<file path="config.mk">
export PLATFORM = sky130hd
export DESIGN_NAME = ordered_map_neighbor_query_flat
export DESIGN_NICKNAME = d
export VERILOG_FILES = /design/src/rtl/core/omnq_pkg.sv /design/src/rtl/core/omnq_if.sv /design/src/rtl/core/omnq_front.sv /design/src/rtl/core/omnq_back.sv /design/src/rtl/core/ordered_map_neighbor_query.sv /design/src/flat_wrapper.sv
export SDC_FILE = /design/constraint.sdc
export NUM_CORES = 2
export LEC_CHECK = 0
export ABC_CLOCK_PERIOD_IN_PS = 10500
export BUFFER_PORTS_ARGS = -buffer_cell sky130_fd_sc_hd__buf_2
export CAP_MARGIN = 0
export CORE_MARGIN = 2
export CORE_UTILIZATION = 55
export CTS_BUF_LIST = sky130_fd_sc_hd__clkbuf_8
export DETAILED_ROUTE_END_ITERATION = 8
export GPL_TIMING_DRIVEN = 0
export PLACE_DENSITY = 0.79
export REMOVE_ABC_BUFFERS = 1
export SLEW_MARGIN = 10
export SYNTH_ARGS = -nofsm -noshare
export SYNTH_HDL_FRONTEND = slang
export SYNTH_HIERARCHICAL = 1
export SYNTH_MEMORY_MAX_BITS = 65536
export SYNTH_SLANG_ARGS = --single-unit
</file>
<file path="constraint.sdc">
create_clock -name clk -period 10.5 [get_ports clk]
set_input_delay 1.05 -clock clk [delete_from_list [all_inputs] [get_ports clk]]
set_output_delay 1.05 -clock clk [all_outputs]
set_load 0.02 [all_outputs]
</file>
<file path="src/rtl/core/omnq_pkg.sv">
// Package for the ordered map neighbor query block.
// Holds the command codes, the internal operation type, the queue item, the back state type and constants.
// Used by every file in rtl/core.
package omnq_pkg;

    localparam int KEY_W = 32;
    localparam int VAL_W = 32;

    localparam logic [1:0] CMD_INSERT   = 2'd0;
    localparam logic [1:0] CMD_CONTAINS = 2'd1;
    localparam logic [1:0] CMD_LARGER   = 2'd2;
    localparam logic [1:0] CMD_SMALLER  = 2'd3;

    localparam logic signed [KEY_W-1:0] KEY_MAX  = 32'sh7FFF_FFFF;
    localparam logic signed [KEY_W-1:0] KEY_MIN  = 32'sh8000_0000;
    localparam logic signed [VAL_W-1:0] VAL_NONE = -32'sd1;

    typedef enum logic [1:0] {
        OP_INSERT,
        OP_CONTAINS,
        OP_LARGER,
        OP_SMALLER
    } op_t;

    typedef struct packed {
        op_t                      op;
        logic signed [KEY_W-1:0]  key;
        logic signed [VAL_W-1:0]  val;
    } q_item_t;

    typedef enum logic [1:0] {
        ST_IDLE,
        ST_SCAN,
        ST_DONE
    } back_state_t;

endpackage

</file>
<file path="src/rtl/core/omnq_if.sv">
// Handshake interfaces for the request and response channels.
// Depends on omnq_pkg for field widths.
interface omnq_req_if
    import omnq_pkg::*;
();
    logic                    valid;
    logic                    ready;
    logic [1:0]              cmd;
    logic signed [KEY_W-1:0] key;
    logic signed [VAL_W-1:0] entry_value;

    modport source (output valid, cmd, key, entry_value, input ready);
    modport sink   (input valid, cmd, key, entry_value, output ready);
endinterface

interface omnq_rsp_if
    import omnq_pkg::*;
();
    logic                    valid;
    logic                    ready;
    logic                    found;
    logic signed [KEY_W-1:0] neighbor_key;
    logic signed [VAL_W-1:0] neighbor_value;
    logic                    table_full;

    modport source (output valid, found, neighbor_key, neighbor_value, table_full,
                    input ready);
    modport sink   (input valid, found, neighbor_key, neighbor_value, table_full,
                    output ready);
endinterface

</file>
<file path="src/rtl/core/omnq_front.sv">
// Front part: accepts request items, decodes the command and queues them.
// Two-entry queue toward the back part. Depends on omnq_pkg and omnq_if.
module omnq_front
    import omnq_pkg::*;
(
    input  logic            clk,
    input  logic            rst_n,
    omnq_req_if.sink        req,
    output logic            q_valid,
    input  logic            q_ready,
    output q_item_t         q_item
);

    q_item_t    slot_reg [2];
    logic       wr_ptr_reg, wr_ptr_next;
    logic       rd_ptr_reg, rd_ptr_next;
    logic [1:0] cnt_reg, cnt_next;
    logic       push, pop;
    op_t        op_dec;

    always_comb
    begin
        case (req.cmd)
            CMD_INSERT:   op_dec = OP_INSERT;
            CMD_CONTAINS: op_dec = OP_CONTAINS;
            CMD_LARGER:   op_dec = OP_LARGER;
            CMD_SMALLER:  op_dec = OP_SMALLER;
            default:      op_dec = OP_INSERT;
        endcase
    end

    assign req.ready = (cnt_reg != 2'd2);
    assign push      = req.valid && req.ready;
    assign q_valid   = (cnt_reg != 2'd0);
    assign pop       = q_valid && q_ready;
    assign q_item    = slot_reg[rd_ptr_reg];

    always_comb
    begin
        wr_ptr_next = push ? ~wr_ptr_reg : wr_ptr_reg;
        rd_ptr_next = pop  ? ~rd_ptr_reg : rd_ptr_reg;
        cnt_next    = cnt_reg + {1'b0, push} - {1'b0, pop};
    end

    always_ff @(posedge clk or negedge rst_n)
    begin
        if (!rst_n)
        begin
            wr_ptr_reg <= 1'b0;
            rd_ptr_reg <= 1'b0;
            cnt_reg    <= 2'd0;
        end
        else
        begin
            wr_ptr_reg <= wr_ptr_next;
            rd_ptr_reg <= rd_ptr_next;
            cnt_reg    <= cnt_next;
        end
    end

    always_ff @(posedge clk)
    begin
        if (push)
        begin
            slot_reg[wr_ptr_reg] <= '{op: op_dec, key: req.key, val: req.entry_value};
        end
    end

endmodule

</file>
<file path="src/rtl/core/omnq_back.sv">
// Back part: holds the key and value memories, scans them once per item
// and drives the registered response. Depends on omnq_pkg and omnq_if.
module omnq_back
    import omnq_pkg::*;
#(
    parameter int CAPACITY = 64
)
(
    input  logic            clk,
    input  logic            rst_n,
    input  logic            q_valid,
    output logic            q_ready,
    input  q_item_t         q_item,
    omnq_rsp_if.source      rsp
);

    localparam int AW = (CAPACITY > 1) ? $clog2(CAPACITY) : 1;
    localparam int CW = $clog2(CAPACITY + 1);
    localparam logic [CW-1:0] CAP_C = CW'(CAPACITY);

    logic signed [KEY_W-1:0] key_mem [CAPACITY];
    logic signed [VAL_W-1:0] val_mem [CAPACITY];

    back_state_t state_reg, state_next;

    logic [CW-1:0]           count_reg;
    logic [CW-1:0]           iss_reg;
    logic                    pend_reg;
    logic [AW-1:0]           pend_idx_reg;
    logic signed [KEY_W-1:0] rd_key_reg;
    logic signed [VAL_W-1:0] rd_val_reg;

    q_item_t                 cur_reg;
    logic                    hit_reg;
    logic [AW-1:0]           hit_idx_reg;
    logic signed [VAL_W-1:0] hit_val_reg;
    logic                    best_reg;
    logic signed [KEY_W-1:0] best_key_reg;
    logic signed [VAL_W-1:0] best_val_reg;

    logic                    ovalid_reg;
    logic                    ofound_reg;
    logic signed [KEY_W-1:0] okey_reg;
    logic signed [VAL_W-1:0] oval_reg;
    logic                    ofull_reg;

    logic issue, start, finish, out_free;
    logic is_eq, better;
    logic res_found, res_full;
    logic signed [KEY_W-1:0] res_key;
    logic signed [VAL_W-1:0] res_val;
    logic wr_over, wr_new;

    assign issue    = (state_reg == ST_SCAN) && (iss_reg < count_reg);
    assign out_free = !ovalid_reg || rsp.ready;

    // next state
    always_comb
    begin
        state_next = state_reg;
        case (state_reg)
            ST_IDLE:
                if (q_valid)
                    state_next = ST_SCAN;
            ST_SCAN:
                if (!issue && !pend_reg)
                    state_next = ST_DONE;
            ST_DONE:
                if (out_free)
                    state_next = ST_IDLE;
            default:
                state_next = ST_IDLE;
        endcase
    end

    // outputs of the sequencer
    always_comb
    begin
        start  = 1'b0;
        finish = 1'b0;
        case (state_reg)
            ST_IDLE: start  = q_valid;
            ST_SCAN: ;
            ST_DONE: finish = out_free;
            default: ;
        endcase
    end

    assign q_ready = start;

    // compare the entry read last cycle
    always_comb
    begin
        is_eq  = (rd_key_reg == cur_reg.key);
        better = 1'b0;
        if (cur_reg.op == OP_LARGER)
            better = (rd_key_reg > cur_reg.key) && (!best_reg || rd_key_reg < best_key_reg);
        else if (cur_reg.op == OP_SMALLER)
            better = (rd_key_reg < cur_reg.key) && (!best_reg || rd_key_reg > best_key_reg);
    end

    // result of the finished scan
    always_comb
    begin
        res_found = 1'b0;
        res_full  = 1'b0;
        res_key   = cur_reg.key;
        res_val   = VAL_NONE;
        wr_over   = 1'b0;
        wr_new    = 1'b0;
        case (cur_reg.op)
            OP_INSERT:
            begin
                if (hit_reg)
                begin
                    res_found = 1'b1;
                    res_val   = cur_reg.val;
                    wr_over   = 1'b1;
                end
                else if (count_reg != CAP_C)
                begin
                    res_found = 1'b1;
                    res_val   = cur_reg.val;
                    wr_new    = 1'b1;
                end
                else
                begin
                    res_full = 1'b1;
                end
            end
            OP_CONTAINS:
            begin
                res_found = hit_reg;
                if (hit_reg)
                    res_val = hit_val_reg;
            end
            OP_LARGER, OP_SMALLER:
            begin
                res_found = best_reg;
                if (best_reg)
                begin
                    res_key = best_key_reg;
                    res_val = best_val_reg;
                end
                else
                begin
                    res_key = (cur_reg.op == OP_LARGER) ? KEY_MAX : KEY_MIN;
                end
            end
            default: ;
        endcase
    end

    always_ff @(posedge clk or negedge rst_n)
    begin
        if (!rst_n)
        begin
            state_reg  <= ST_IDLE;
            count_reg  <= '0;
            iss_reg    <= '0;
            pend_reg   <= 1'b0;
            hit_reg    <= 1'b0;
            best_reg   <= 1'b0;
            ovalid_reg <= 1'b0;
        end
        else
        begin
            state_reg <= state_next;
            pend_reg  <= issue;
            if (start)
            begin
                iss_reg  <= '0;
                hit_reg  <= 1'b0;
                best_reg <= 1'b0;
            end
            else
            begin
                if (issue)
                    iss_reg <= iss_reg + 1'b1;
                if (pend_reg && is_eq)
                    hit_reg <= 1'b1;
                if (pend_reg && better)
                    best_reg <= 1'b1;
            end
            if (finish && finish && wr_new)
                count_reg <= count_reg + 1'b1;
            if (finish)
                ovalid_reg <= 1'b1;
            else if (rsp.ready)
                ovalid_reg <= 1'b0;
        end
    end

    // datapath and memories
    always_ff @(posedge clk)
    begin
        if (start)
            cur_reg <= q_item;
        if (issue)
        begin
            rd_key_reg   <= key_mem[iss_reg[AW-1:0]];
            rd_val_reg   <= val_mem[iss_reg[AW-1:0]];
            pend_idx_reg <= iss_reg[AW-1:0];
        end
        if (pend_reg && is_eq)
        begin
            hit_idx_reg <= pend_idx_reg;
            hit_val_reg <= rd_val_reg;
        end
        if (pend_reg && better)
        begin
            best_key_reg <= rd_key_reg;
            best_val_reg <= rd_val_reg;
        end
        if (finish && wr_new)
        begin
            key_mem[count_reg[AW-1:0]] <= cur_reg.key;
            val_mem[count_reg[AW-1:0]] <= cur_reg.val;
        end
        else if (finish && wr_over)
        begin
            val_mem[hit_idx_reg] <= cur_reg.val;
        end
        if (finish)
        begin
            ofound_reg <= res_found;
            okey_reg   <= res_key;
            oval_reg   <= res_val;
            ofull_reg  <= res_full;
        end
    end

    assign rsp.valid          = ovalid_reg;
    assign rsp.found          = ofound_reg;
    assign rsp.neighbor_key   = okey_reg;
    assign rsp.neighbor_value = oval_reg;
    assign rsp.table_full     = ofull_reg;

endmodule

</file>
<file path="src/rtl/core/ordered_map_neighbor_query.sv">
// Ordered map of up to CAPACITY signed 32-bit keys with values, empty after reset.
// Commands: insert/overwrite, contains, next larger key, next smaller key.
// A two-entry request queue feeds a scan engine that reads the key and value
// memories one entry per cycle and works on one item at a time. The response sits
// in an output register while the next item scans.
module ordered_map_neighbor_query
    import omnq_pkg::*;
#(
    parameter int CAPACITY = 64
)
(
    input  logic        clk,
    input  logic        rst_n,
    omnq_req_if.sink    req,
    omnq_rsp_if.source  rsp
);

    logic    q_valid;
    logic    q_ready;
    q_item_t q_item;

    omnq_front u_front (
        .clk     (clk),
        .rst_n   (rst_n),
        .req     (req),
        .q_valid (q_valid),
        .q_ready (q_ready),
        .q_item  (q_item)
    );

    omnq_back #(.CAPACITY(CAPACITY)) u_back (
        .clk     (clk),
        .rst_n   (rst_n),
        .q_valid (q_valid),
        .q_ready (q_ready),
        .q_item  (q_item),
        .rsp     (rsp)
    );

endmodule

</file>
<file path="src/flat_wrapper.sv">
// flat-port wrapper written by rule: the top's interface ports become plain ports
module ordered_map_neighbor_query_flat import omnq_pkg::*;
#(
    parameter int CAPACITY = 64
)
  (clk, rst_n, req_valid, req_cmd, req_key, req_entry_value, req_ready, rsp_valid, rsp_found, rsp_neighbor_key, rsp_neighbor_value, rsp_table_full, rsp_ready);
  omnq_req_if req_i ();
  omnq_rsp_if rsp_i ();
  input  logic clk;
  input  logic rst_n;
  input wire logic [$bits(req_i.valid)-1:0] req_valid;
  input wire logic [$bits(req_i.cmd)-1:0] req_cmd;
  input wire logic [$bits(req_i.key)-1:0] req_key;
  input wire logic [$bits(req_i.entry_value)-1:0] req_entry_value;
  output wire logic [$bits(req_i.ready)-1:0] req_ready;
  output wire logic [$bits(rsp_i.valid)-1:0] rsp_valid;
  output wire logic [$bits(rsp_i.found)-1:0] rsp_found;
  output wire logic [$bits(rsp_i.neighbor_key)-1:0] rsp_neighbor_key;
  output wire logic [$bits(rsp_i.neighbor_value)-1:0] rsp_neighbor_value;
  output wire logic [$bits(rsp_i.table_full)-1:0] rsp_table_full;
  input wire logic [$bits(rsp_i.ready)-1:0] rsp_ready;
  assign req_i.valid = req_valid;
  assign req_i.cmd = req_cmd;
  assign req_i.key = req_key;
  assign req_i.entry_value = req_entry_value;
  assign req_ready = req_i.ready;
  assign rsp_valid = rsp_i.valid;
  assign rsp_found = rsp_i.found;
  assign rsp_neighbor_key = rsp_i.neighbor_key;
  assign rsp_neighbor_value = rsp_i.neighbor_value;
  assign rsp_table_full = rsp_i.table_full;
  assign rsp_i.ready = rsp_ready;
  ordered_map_neighbor_query #(.CAPACITY(CAPACITY)) u_core (.clk(clk), .rst_n(rst_n), .req(req_i), .rsp(rsp_i));
endmodule
</file>
# Word level (Yosys, flattened, before mapping)
# Memories as Yosys holds them, arrays and structs flattened. A register that Yosys moved wholly into a read port is not among the register bits.
# Index checks and enable logic that the tools add are counted.
# totals
register_bits,198
latchBits,0
ram_bits,4228
mem_bits_ro,0
inputBits,70
output_inout_bits,68
elab_cells,120
n_memories,3
# mem_list
name,depth,word_bits,read_ports,rd_clocked_by_memory_dff,wr,line_no,source
u_core.u_back.key_mem,64,32,1,1,1,omnq_back.sv:21,logic signed [KEY_W-1:0] key_mem [CAPACITY];
u_core.u_back.val_mem,64,32,1,1,1,omnq_back.sv:22,logic signed [VAL_W-1:0] val_mem [CAPACITY];
u_core.u_front.slot_reg,2,66,1,1,1,omnq_front.sv:14,q_item_t slot_reg [2];
# op_classes
addsub,4
mul,0
div,0
order_cmp,5
n_eq_ne,14
shifts,0
muxes,43
bitwise_logic,3
n_reduce_logical,29
# ops
operator,count
$mux 32,8
$pmux 32 s3,1
$gt 32x32->1,2
$lt 32x32->1,2
$eq 32x32->1,1
$reduce_or 32->1,1
$mux 1,25
$add 7x1->7 const B,2
$mux 7,2
$eq 2x2->1 const B,5
$logic_and 1x1->1,10
$reduce_bool 2->1,5
$pmux 2 s4,1
$lt 7x7->1,1
$ne 7x7->1 const B,1
$eq 2x1->1 const B,3
$logic_not 2->1,3
$mux 2,3
$mux 6,1
$ne 2x2->1 const B,3
$pmux 2 s3,1
$logic_not 1->1,4
$reduce_or 2->1,2
$logic_or 1x1->1,3
other kinds (6),8

# Logic depth before layout (Yosys ltp)
# logic_depth
word_depth,9
depth_mapped,10
mapped_depth_nobuf,10

# By module
# Netlist, hierarchy kept.
# modules_own_cells
module,n_inst,cells_each,area_per_inst_um2
omnq_back,1,6835,168454.1
omnq_front,1,224,5079.9

# Worst setup path after synthesis
# Ideal clock, no wire load.
# synth_timing
path_type,input to register
start,input port rsp_ready
end,memory u_core.u_back.key_mem[63][0] (enable)
setup_time_ns,0.421
arrival_ns,6.598
setup_slack_ns,3.481
stages,6
path_buffers,0
cell_sequence,nor2b_1 nor2_1 nand2_1 nor4_1 nand3_1 nor2_1
# synth_via
elab_chain_cells,5
# synth_lines
element,line_no,source
from (decl),flat_wrapper.sv:21,input wire logic [$bits(rsp_i.ready)-1:0] rsp_ready;
$logic_or 1x1->1,omnq_back.sv:55,assign out_free = !ovalid_reg || rsp.ready;
$mux 1,omnq_back.sv:81,case (state_reg)
net u_core.u_back.finish,omnq_back.sv:47,"logic issue, start, finish, out_free;"
$logic_and 1x1->1,omnq_back.sv:215,if (finish && wr_new)
$mux 1,omnq_back.sv:215,
$mux 1 (implied by the code),omnq_back.sv:217,key_mem[count_reg[AW-1:0]] <= cur_reg.key;
to (decl),omnq_back.sv:21,
# The timed path passes the listed nets, and every way through them passes these cells.

# Final worst setup path
# layout_timing
start,register u_core/u_back/cur_reg[63] (netlist name)
end,register u_core.u_back.best_val_reg[31] (enable)
# layout_via
elab_chain_cells,5
# layout_lines
element,line_no,source
$lt 32x32->1,omnq_back.sv:99,better = (rd_key_reg < cur_reg.key) && (!best_reg || rd_key_reg > best_key_reg);
$logic_and 1x1->1,omnq_back.sv:99,
$mux 1,omnq_back.sv:98,else if (cur_reg.op == OP_SMALLER)
$mux 1 (*),omnq_back.sv:96,if (cur_reg.op == OP_LARGER)
$logic_and 1x1->1 (*),omnq_back.sv:210,if (pend_reg && better)
to (signal assigned),omnq_back.sv:213,best_val_reg <= rd_val_reg;
to (decl),omnq_back.sv:39,logic signed [VAL_W-1:0] best_val_reg;
# Every way passes the cells marked *; elsewhere a longest branch is shown, timed or not.
# A chain may end at the register's enable or synchronous reset.

==> results.md <==
* Status: finished clean
* Power density over the cells at 236 nW/µm²
* Final Hold Violating Endpoints at 0
* Sequential area share after synthesis at 78.8%
* Synth-to-Final Area Change at 16.4%
* Cell area after layout at 202000 µm²
* Fraction of the cycle the final worst path needs at 56.8%
* Total half-perimeter wirelength after legalization and detailed placement at 300000 µm
* Most common flop cell mapped by yosys: edfxtp_1
* Number of global-route vias before repair at 89458
* Final cell utilization of the core at 64.2%
* Area after DPL at 189000 µm²
* DIE AREA at 320000 µm²
* Total via count in the routed design at 87942
* Width of the die at 566 µm
* Maximum number of pins on one net before global-route repair at 59
* Routed len/inst at 38.2 µm
* Cell area after synthesis at 174000 µm²
* Most frequent standard cell in the layout excluding fill and tap cells: edfxtp_1
* Number of iterations in the first detailed-routing pass at 6
* Clk pwr share at 28.4%
* Most common cell on crit path: buf_16
* Clock net sink count at 4556
* Number of setup violations in the final report at 0
* Total core area at 314000 µm²
* Highest net fanout along the worst path at 34
* First-pass GRT wire length at 671000 µm
* Fin Clk Skew at 0.106 ns
* Number of buffers created by CTS at 688
* Per-instance average area after synthesis at 24.6 µm²
* Number of nets in the final layout at 8187
* Worst Hold Path Cells at 1
* Setup slack of the critical path after layout at 4.53 ns
* Crit-path max cell delay at 1.11 ns
* Worst path slowest cell: edfxtp_1
* Sequential share of power at 43.9%
* Unique cell type count in the Yosys netlist at 48
* Hold buffer count at cts at 66
* EDFF count, synth at 4532
* Number of nets still failing antenna checks after routing at 0
* CTS H-tree lvls at 6
* Count of placed standard cells in the final layout, fillers left out at 12771
* Count of pins on the block boundary at 138
* Number of port buffers at 137
* Critical path buffers and inverters at 4
* Worst EP required at 11.43 ns
* Minimum clock period after layout at 5.97 ns
* Post-synthesis sequential element count at 4556
* Logic depth of the worst setup path including buffers at 12
* Worst r2r path cells at 12
* Max Freq at 168 MHz
* Sw power at 13900 µW
* RSZ-0062 raised after global routing: false
* Final weighted congestion of routability-driven global placement at 0.852
* Critical Path Start Type: flip-flop
* Residual overflow from global routing at 0
* Gate count after technology mapping at 7059
* Classification of the worst-slack hold path: in2reg
* Initial antenna violation count at 26
* Post-CTS sizing at 0
* CTS root buf: clkbuf_8
* Share of synthesized flip-flops with an asynchronous set or reset at 0.527%
* Maximum capacitance violations at 0
* Aggregate global-route resource usage at 30.3%
* Transition at the pin with the smallest max-transition slack at 1.25 ns
* Top library cells by usage in the layout, fill and taps aside: edfxtp_1, mux4_2, clkbuf_8, inv_1, buf_16
* Sequence of cells on the critical path: buf_16 -> inv_1 -> ha_1 -> nand4_1 -> nor4_1 -> nand2_1 -> nor2_1 -> nor3_1 -> mux2i_1 -> a21oi_4 -> buf_8 -> buf_16
* Maximum vdd ir drop at 0.227 mV
* Synth warn at 6
* Internal Dissipation at 33700 µW
* Post-Route WL at 487000 µm
* Kind of end point of the critical path: flip-flop
* Layout cell share with drive strength beyond 1 at 34.8%
* Arr. time, crit path at 6.89 ns
* Max Transition Viols Final at 0
* Maximum buffer depth of the clock tree at 4
* FP Rows at 206
* Drt initial violations at 15283
* Switching part of the total power at 29.2%
* Worst setup slack after placement at 5.07 ns
* Placed Cells incl. Taps at 11446
* Number of buffers inserted to repair setup after CTS at 0
* Logic pwr share at 27.6%
* Clock-pin slew on the worst setup and hold paths at 0.07 ns
* Largest delay contributor family on the critical path: simple AND/OR/NAND/NOR gates
* DRC violations left at 0
* Critical setup path kind: reg2reg
* Starting Density at 55.2%
* Clock insertion delay at the later pin of the skew report at 1.26 ns
* Headroom to the max-slew limit at 16.4%
* Lkg Pwr at 0.0644 µW
* DR vias/cell at 6.89
* Die Span Y at 566 µm
* CTS tree: done
-- worst register-to-register path, stage by stage, from the launching register on --
cell      delay (ns)
edfxtp_1        1.11
buf_16          0.28
inv_1           0.10
ha_1            0.34
nand4_1         0.16
nor4_1          0.97
nand2_1         0.14
nor2_1          0.87
nor3_1          0.12
mux2i_1         0.76
a21oi_4         0.29
buf_8           0.26
buf_16          0.19
-- area by class of cell --
cell class,count,area [µm²]
Sequential cell,4556,137000
Tap cell,4160,5200
Clock inverter,508,2630
Multi-Input combinational cell,2077,36100
Antenna cell,38,95.1
Fill cell,18475,113000
Clock buffer,713,9810
Timing Repair Buffer,642,11100
Inverter,77,294
-- per-layer routing --
layer / global-route usage [%] / wire length [µm] / vias to the layer above
met5: 0 / 110 / -
met4: 19.0 / 36800 / 18
met3: 7.61 / 62100 / 1799
met2: 48.0 / 234000 / 8196
met1: 37.8 / 154000 / 45329
li1: - / - / 32600
-- power by group through the flow --
stage	Combinational, µW	Sequential, µW	Clock, µW
3_3_place_gp	10200	22300	0
3_5_place_dp	12900	21300	0
6_report	13200	20900	13600
2_1_floorplan	9820	21900	0
5_1_grt	13500	20900	14400
4_1_cts	13000	20900	13700
-- cells by family after synthesis --
group | count (synthesis) | share of synthesized area (%)
multiplexers | 1421 | 18.0
flip-flops | 4556 | 78.8
adder cells (fa/ha/maj) | 75 | 0.541
AND/OR/NAND/NOR | 366 | 0.898
XOR/XNOR | 12 | 0.0606
AO/OA/AOI/OAI | 203 | 0.715
buffers and inverters | 426 | 1.02
-- final timing paths --
| path | from | endpoint | slack (ns) |
|---|---|---|---|
| min in group asynchronous | rst_n | u_core/u_back/iss_reg[3]$_DFFE_PN0P_ | 0.39 |
| min | req_key[10] | u_core/u_front/slot_reg[0][42]$_DFFE_PP_ | 0.08 |
| min reg2reg | u_core/u_back/pend_idx_reg[5]$_DFFE_PP_ | u_core/u_back/hit_idx_reg[5]$_DFFE_PP_ | 0.40 |
| max in group asynchronous | rst_n | u_core/u_back/iss_reg[4]$_DFFE_PN0P_ | 9.50 |
| max reg2reg | u_core/u_back/cur_reg[63]$_DFFE_PP_ | u_core/u_back/best_val_reg[31]$_DFFE_PP_ | 4.53 |
| max | u_core/u_back/cur_reg[63]$_DFFE_PP_ | u_core/u_back/best_val_reg[31]$_DFFE_PP_ | 4.53 |
-- Yosys cell counts, types with 2 or more instances --
master    instances  share of area (%)
ha_1             75               0.54
edfxtp_1       4532                 78
nor4_1            6              0.022
or2_2             3              0.011
buf_6             4              0.026
o21a_1            2             0.0086
nor3_1           12              0.035
a21o_1           10              0.043
dfrtp_1          24               0.35
o21bai_1          2             0.0086
nand3_1          27              0.078
nand2_1          99               0.21
o21ai_1           9              0.026
nor2_1          179               0.39
buf_1            30              0.065
and4_1            2              0.010
a31oi_1           2             0.0072
mux2i_1           9              0.052
mux4_2         1344                 17
o21ai_0           8              0.023
mux2_4           30               0.26
and2_1            2             0.0072
or3_1             3              0.011
a21oi_1          97               0.28
a211oi_1          3              0.013
buf_2           105               0.30
o22ai_1          32               0.12
clkbuf_1        209               0.45
nand4_1          15              0.054
inv_2             2             0.0043
o22a_1           33               0.17
mux2_2           38               0.25
xnor2_1          11              0.056
nor2b_1           2             0.0072
nand2b_1         11              0.040
inv_1            75               0.16
-- stage by stage --
step / setup TNS, ns / hold WS, ns / total power [µW]
finish: 0 / 0.0778 / 47600
global route: 0 / 0.0799 / 48900
CTS: 0 / 0.00725 / 47600
detailed placement: 0 / 0.412 / 34200
global placement: - / 0.401 / 32400
floorplan: -4349.42 / 0.400 / 31700
Power figures use the tool's default switching activity.
